--- src/design/pcpl_pkg.sv ---
// ----------------------------------------------------------------------------
// pcpl_pkg
// Shared constants, codes and controller/datapath bundles for the per-CPU
// free page list allocator.
// ----------------------------------------------------------------------------
`default_nettype none

package pcpl_pkg;

  localparam int CPU_COUNT  = 8;
  localparam int POOL_PAGES = 32768;
  localparam int STEAL_MAX  = 64;
  localparam int PAGE_SIZE  = 4096;

  localparam int ADDR_W     = 32;
  localparam int CPU_W      = 3;
  localparam int STATUS_W   = 2;
  localparam int CFG_IDX_W  = 1;
  localparam int PAGE_SHIFT = $clog2(PAGE_SIZE);
  localparam int PFN_W      = ADDR_W - PAGE_SHIFT;
  localparam int IDX_W      = $clog2(POOL_PAGES);
  localparam int TAKE_W     = $clog2(STEAL_MAX + 1);
  localparam int TB_AW      = $clog2(STEAL_MAX);

  localparam logic KIND_ALLOC = 1'b0;
  localparam logic KIND_FREE  = 1'b1;

  localparam logic [STATUS_W-1:0] STATUS_OK       = 2'd0;
  localparam logic [STATUS_W-1:0] STATUS_OOM      = 2'd1;
  localparam logic [STATUS_W-1:0] STATUS_BAD_FREE = 2'd2;

  localparam logic [CFG_IDX_W-1:0] REG_LOW_BOUND = 1'b0;
  localparam logic [CFG_IDX_W-1:0] REG_TOP_BOUND = 1'b1;

  localparam logic [ADDR_W-1:0] LOW_BOUND_RESET = 32'h8000_0000;
  localparam logic [ADDR_W-1:0] TOP_BOUND_RESET = 32'h8800_0000;

  localparam logic [1:0] RES_FREE  = 2'd0;
  localparam logic [1:0] RES_OWN   = 2'd1;
  localparam logic [1:0] RES_STEAL = 2'd2;
  localparam logic [1:0] RES_OOM   = 2'd3;

  typedef logic [IDX_W-1:0] page_idx_t;

  typedef struct packed {
    logic      vld;
    page_idx_t idx;
  } link_t;

  typedef struct packed {
    logic       ready;
    logic       load;
    logic       free_do;
    logic       own_rd;
    logic       own_pop;
    logic       scan_init;
    logic       scan_next;
    logic       steal_rd;
    logic       steal_wb;
    logic       push_rd;
    logic       push_wr;
    logic       finish;
    logic [1:0] res;
  } pcpl_cmd_t;

  typedef struct packed {
    logic cpu_bad;
    logic own_valid;
    logic scan_self;
    logic scan_has;
    logic scan_last;
    logic taken_full;
    logic taken_zero;
    logic push_last;
    logic out_busy;
  } pcpl_sts_t;

endpackage

`default_nettype wire

--- src/design/pcpl_ctrl.sv ---
// ----------------------------------------------------------------------------
// pcpl_ctrl
// Sequencer for free, own-list pop and the steal / relink walk.
// ----------------------------------------------------------------------------
`default_nettype none

module pcpl_ctrl (
  input  logic                clk,
  input  logic                rst,
  input  logic                in_valid,
  input  logic                in_kind,
  input  pcpl_pkg::pcpl_sts_t sts,
  output pcpl_pkg::pcpl_cmd_t cmd
);
  import pcpl_pkg::*;

  localparam logic [3:0] S_IDLE    = 4'd0;
  localparam logic [3:0] S_FREE    = 4'd1;
  localparam logic [3:0] S_ALLOC   = 4'd2;
  localparam logic [3:0] S_OWN     = 4'd3;
  localparam logic [3:0] S_SCAN    = 4'd4;
  localparam logic [3:0] S_STEAL   = 4'd5;
  localparam logic [3:0] S_PUSH_RD = 4'd6;
  localparam logic [3:0] S_PUSH_WR = 4'd7;
  localparam logic [3:0] S_FAIL    = 4'd8;

  logic [3:0] state;
  logic [3:0] state_next;

  always_ff @(posedge clk) begin
    if (rst) begin
      state <= S_IDLE;
    end else begin
      state <= state_next;
    end
  end

  always_comb begin
    cmd        = '0;
    cmd.res    = RES_FREE;
    state_next = state;
    case (state)
      S_IDLE: begin
        cmd.ready = !rst;
        if (in_valid && !rst) begin
          cmd.load   = 1'b1;
          state_next = (in_kind == KIND_FREE) ? S_FREE : S_ALLOC;
        end
      end
      S_FREE: begin
        if (!sts.out_busy) begin
          cmd.free_do = 1'b1;
          cmd.finish  = 1'b1;
          cmd.res     = RES_FREE;
          state_next  = S_IDLE;
        end
      end
      S_ALLOC: begin
        if (sts.cpu_bad) begin
          state_next = S_FAIL;
        end else if (sts.own_valid) begin
          cmd.own_rd = 1'b1;
          state_next = S_OWN;
        end else begin
          cmd.scan_init = 1'b1;
          state_next    = S_SCAN;
        end
      end
      S_OWN: begin
        if (!sts.out_busy) begin
          cmd.own_pop = 1'b1;
          cmd.finish  = 1'b1;
          cmd.res     = RES_OWN;
          state_next  = S_IDLE;
        end
      end
      S_SCAN: begin
        if (sts.taken_full) begin
          state_next = S_PUSH_RD;
        end else if (sts.scan_self || !sts.scan_has) begin
          if (sts.scan_last) begin
            state_next = sts.taken_zero ? S_FAIL : S_PUSH_RD;
          end else begin
            cmd.scan_next = 1'b1;
          end
        end else begin
          cmd.steal_rd = 1'b1;
          state_next   = S_STEAL;
        end
      end
      S_STEAL: begin
        cmd.steal_wb = 1'b1;
        state_next   = S_SCAN;
      end
      S_PUSH_RD: begin
        cmd.push_rd = 1'b1;
        state_next  = S_PUSH_WR;
      end
      S_PUSH_WR: begin
        if (!sts.push_last) begin
          cmd.push_wr = 1'b1;
          state_next  = S_PUSH_RD;
        end else if (!sts.out_busy) begin
          cmd.push_wr = 1'b1;
          cmd.finish  = 1'b1;
          cmd.res     = RES_STEAL;
          state_next  = S_IDLE;
        end
      end
      S_FAIL: begin
        if (!sts.out_busy) begin
          cmd.finish = 1'b1;
          cmd.res    = RES_OOM;
          state_next = S_IDLE;
        end
      end
      default: begin
        state_next = S_IDLE;
      end
    endcase
  end

endmodule

`default_nettype wire

--- config.mk ---
export PLATFORM = sky130hd
export DESIGN_NAME = pcpl_ctrl
export DESIGN_NICKNAME = d
export VERILOG_FILES = /design/src/design/pcpl_pkg.sv /design/src/design/pcpl_ctrl.sv
export SDC_FILE = /design/constraint.sdc
export NUM_CORES = 1
export LEC_CHECK = 0
export BUFFER_PORTS_ARGS = -buffer_cell sky130_fd_sc_hd__clkbuf_2
export CELL_PAD_IN_SITES_DETAIL_PLACEMENT = 0
export CELL_PAD_IN_SITES_GLOBAL_PLACEMENT = 1
export CORE_ASPECT_RATIO = 0.9
export CORE_MARGIN = 5
export CORE_UTILIZATION = 31
export DETAILED_ROUTE_END_ITERATION = 10
export PLACE_DENSITY_LB_ADDON = 0.1
export SYNTH_ARGS = -nofsm -noshare
export SYNTH_HDL_FRONTEND = slang
export SYNTH_SLANG_ARGS = --single-unit
--- constraint.sdc ---
create_clock -name clk -period 3.9 [get_ports clk]
set_input_delay 0.39 -clock clk [delete_from_list [all_inputs] [get_ports clk]]
set_output_delay 0.39 -clock clk [all_outputs]
set_load 0.01 [all_outputs]
# After elaboration in Yosys (flattened, before gate mapping)
# Index checks and enable logic that the tools add are counted.
[classes]
reduce_logical = 7
muxes = 37
n_eq_ne = 10
[ops]
columns = ["cell", "n"]
rows = [
  ["2-to-1 mux 4 bit", 9],
  ["one-hot mux 4 bit (7 select lines)", 1],
  ["2-to-1 mux 1 bit", 17],
  ["== test 4 x 3 -> 1 bit, second input constant", 4],
  ["2-to-1 mux 3 bit", 5],
  ["one-hot mux 3 bit (4 select lines)", 1],
  ["== test 4 x 2 -> 1 bit, second input constant", 2],
  ["2-to-1 mux 2 bit", 4],
  ["== test 4 x 1 -> 1 bit, second input constant", 1],
  ["== test 4 bit, second input constant", 1],
  ["logical NOT 4 bit", 1],
  ["inequality test 4 bit, second input constant", 1],
  ["OR reduction 3 bit", 1],
  ["logical NOT 1 bit", 2],
  ["inequality test 2 bit, second input constant", 1],
  ["AND reduction 2 bit", 1],
  ["logical AND 1 bit", 1],
  ["logical OR 1 bit", 1],
]
[word_totals]
ff_bits = 4
output_inout_bits = 14
in_bits = 13

# Logic depth before layout (Yosys ltp)
[depth]
depth_word = 5
depth_mapped = 5

# Worst setup path after synthesis
# No wires, ideal clock.
[synth_timing]
kind = "reg2out"
startpoint = "reg state[0]"
endpoint = "out cmd[6] in the netlist's numbering"
t_arrival_ns = 1.401
n_path_buf = 1
path_slack_ns = 2.109
required_time_ns = 3.510
path_stages_with_launch = 5
path_cell_list = "dfxtp_1 -> buf_6 -> or4b_4 -> or3_4 -> inv_1"
[synth_rtl]
columns = ["element", "line", "text"]
rows = [
  ["start: declaration", "pcpl_ctrl.sv:27", "logic [3:0] state;"],
  ["start signal: assignment", "pcpl_ctrl.sv:34", "state <= state_next;"],
  ["end: declaration", "pcpl_ctrl.sv:13", "output pcpl_pkg::pcpl_cmd_t cmd"],
]

==> results.cfg <==
[outcome]
outcome = finished clean

[timing]
finalCritPeriodShare_pct = 60.9
drv_slew = 0
fmax_ghz = 0.421
fin_tns_setup_ns = 0
rsz0062_at_grt = false
fin_crit_ns = 2.38
setup_viol = 0
worst_slew_pin_slew_ns = 0.551
final_hold_viol_count = 0
relSlewSlack_pct = 63.2
finalClockSkew_ns = 0.00409

[routing]
avgRoutedWirePerCell_um = 11.8
drt-met1-wl_um = 679
top_layer_used = met3
ant_nets = 0
dr.pass1.iters = 4
drcViolationCount = 0
totalWireLength_mm = 1.34
met3WireLength_um = 83
via_per_inst = 5.00
dr_wl_met2_um = 577
drt_first_iter_violations = 13
via_count = 565

[clocking]
root_buffer = clkbuf_4
cts_max_level = 1
cts.clk_slew.worst_paths_ns = 0.04
cts.path.max_buffers = 2
cts_hold_buf = 0
cts_setup_buffers = 0
cts_buffers = 3
cts_tree = done
clkLatencyLatePin_ns = 0.23
post_cts_resized = 0
cts.sinks = 4

[grt]
grt_pass1_wl_mm = 2.30
overflow = 0
grt_max_degree = 16
antenna_found_initial = 0
grt_usage_pct = 11.7
grt_pass1_vias = 506

[die]
die_y_um = 48.4
initial_core_util_pct = 33.9
rows = 13
core_area_um2 = 1500
io_pins = 27
die_w_um = 52.7
dieArea_um2 = 2550

[cells_and_area]
fin_nets = 106
drive_gt1_share_pct = 39.6
seq_area_um2 = 80.1
antennaDiodeCount = 0
multi_input_area_um2 = 393
largest_reg_flops = 4
top_register = state
fill_cells = 172
reg_top3 = state (4)
syn_to_final_growth_pct = 30.0

[setup_path]
critPathMaxFanout = 15
path_delay_family = simple AND/OR/NAND/NOR gates
cp-end-kind = output pin
arrival_ns = 1.99
cp_num_buf_inv = 2
crit_path_start_kind = flip-flop
worstSetupPathType = flip-flop to output pin
crit_chain = or4b_4 -> or3_4 -> inv_1 -> clkbuf_2
slowest_stage = dfxtp_1
cp_slowest_stage_delay_ns = 0.66
critPathRequiredTime_ns = 3.51

[synthesis]
synth_cell_types = 32
synthesis.area_um2 = 508
netlist.area_leader.share_pct = 15.8
yosysSeqAreaShare_pct = 15.8
syn_nets = 80
synth_largest_area_cell = dfxtp_1
ys_ff_latch = 4
yosys-top-cells-area = dfxtp_1, nor4_4, nor2_1
synthCells = 67
yosysWarningCount = 0
syn_avg_cell_area_um2 = 7.58

[pwr]
p_leak_uw = 0.000277
power_density_nw_per_um2 = 232
total_power_uw = 153
ir_worst_vdd_v = 0.0000720

[worst_hold_path]
hp-class = input pin to flip-flop

[placed_design]
place.gp.congestion = 0.737
portBuffers = 26
dp_hpwl_mm = 1.09

[job]
max_cap_violations = 0
[synth_stat cells]
cell,instances
o21bai_1,2
nor2_1,9
o21ai_0,1
o31ai_1,1
nand3_1,1
a31oi_1,2
buf_6,1
or4b_4,1
nor3b_1,3
or3b_2,1
nor2b_1,5
buf_1,1
a211o_1,1
or3_1,1
nor3_1,2
a41oi_1,1
a31oi_2,1
and2_1,3
nand2b_1,3
nand4b_1,3
mux2_2,1
buf_2,1
dfxtp_1,4
inv_1,2
nand2_1,4
or3_4,1
a21oi_1,3
nor4_1,1
clkbuf_1,2
nor4b_1,2
a32oi_1,1
nor4_4,2
[path summary, 6_finish.rpt]
| check | start | end | slack (ns) | cells past startpoint |
|---|---|---|---|---|
| hold reg to reg | state[3]$_SDFFE_PP0P_ | state[3]$_SDFFE_PP0P_ | 0.74 | 3 |
| setup / recovery | state[2]$_SDFFE_PP0P_ | cmd[6] | 1.52 | 4 |
| setup reg to reg | state[2]$_SDFFE_PP0P_ | state[1]$_SDFFE_PP0P_ | 2.08 | 4 |
| hold / removal | rst | state[2]$_SDFFE_PP0P_ | 0.40 | 2 |
[metal layers]
layer	vias up	track usage, %
met1	248	16.6
met2	19	15.9
met3	0	3.36
met4	0	5.11
li1	298	-
met5	-	0
[through the flow]
step                hold slack (ns)  worst slack (ns)  std cells  instance area [um^2]  util [%]
floorplan                     0.493              2.11         67                   508         -
global placement              0.648              1.79        110                   638      42.6
detailed placement            0.637              1.78        110                   638      42.6
CTS                           0.391              1.52        113                   661      44.1
global route                  0.400              1.43        113                   661      44.1
finish                        0.395              1.52        113                   661      44.1
[cells by family (layout without fill, tap and decap cells)]
family | count (synthesis) | count (layout) | share of synthesized area, %
muxes | 1 | 1 | 2.22
and+or+nand+nor | 42 | 42 | 56.7
buffers and inverters | 7 | 31 | 6.90
DFF | 4 | 4 | 15.8
AOI/OAI and AO/OA | 13 | 13 | 18.5
[power breakdown]
group | switching (uW) | leakage (uW) | internal [uW]
Clock | 15.2 | 0.0000138 | 34.3
Combinational | 27.2 | 0.000230 | 24.5
Sequential | 8.13 | 0.0000326 | 44.0
Total | 50.5 | 0.000277 | 103
[placed cells by master (no fill, tap or decap), types with 2 or more instances in the layout]
cell type   n
o21bai_1    2
dfxtp_1     4
a31oi_1     2
nor2b_1     5
nand2b_1    3
clkbuf_2   26
nor4_4      2
nand4b_1    3
nor3b_1     3
nor4b_1     2
a21oi_1     3
and2_1      3
inv_1       2
clkbuf_4    3
nor2_1      9
nor3_1      2
nand2_1     4
[final cells by class]
cell class                 count  share of cell area [%]
multi-input combinational     56                    59.5
timing repair buffer          26                    19.7
clock buffer                   3                    3.41
sequential                     4                    12.1
inverter                       2                    1.14
tap                           22                    4.17
Note: power is estimated with default switching activity, not from simulation.
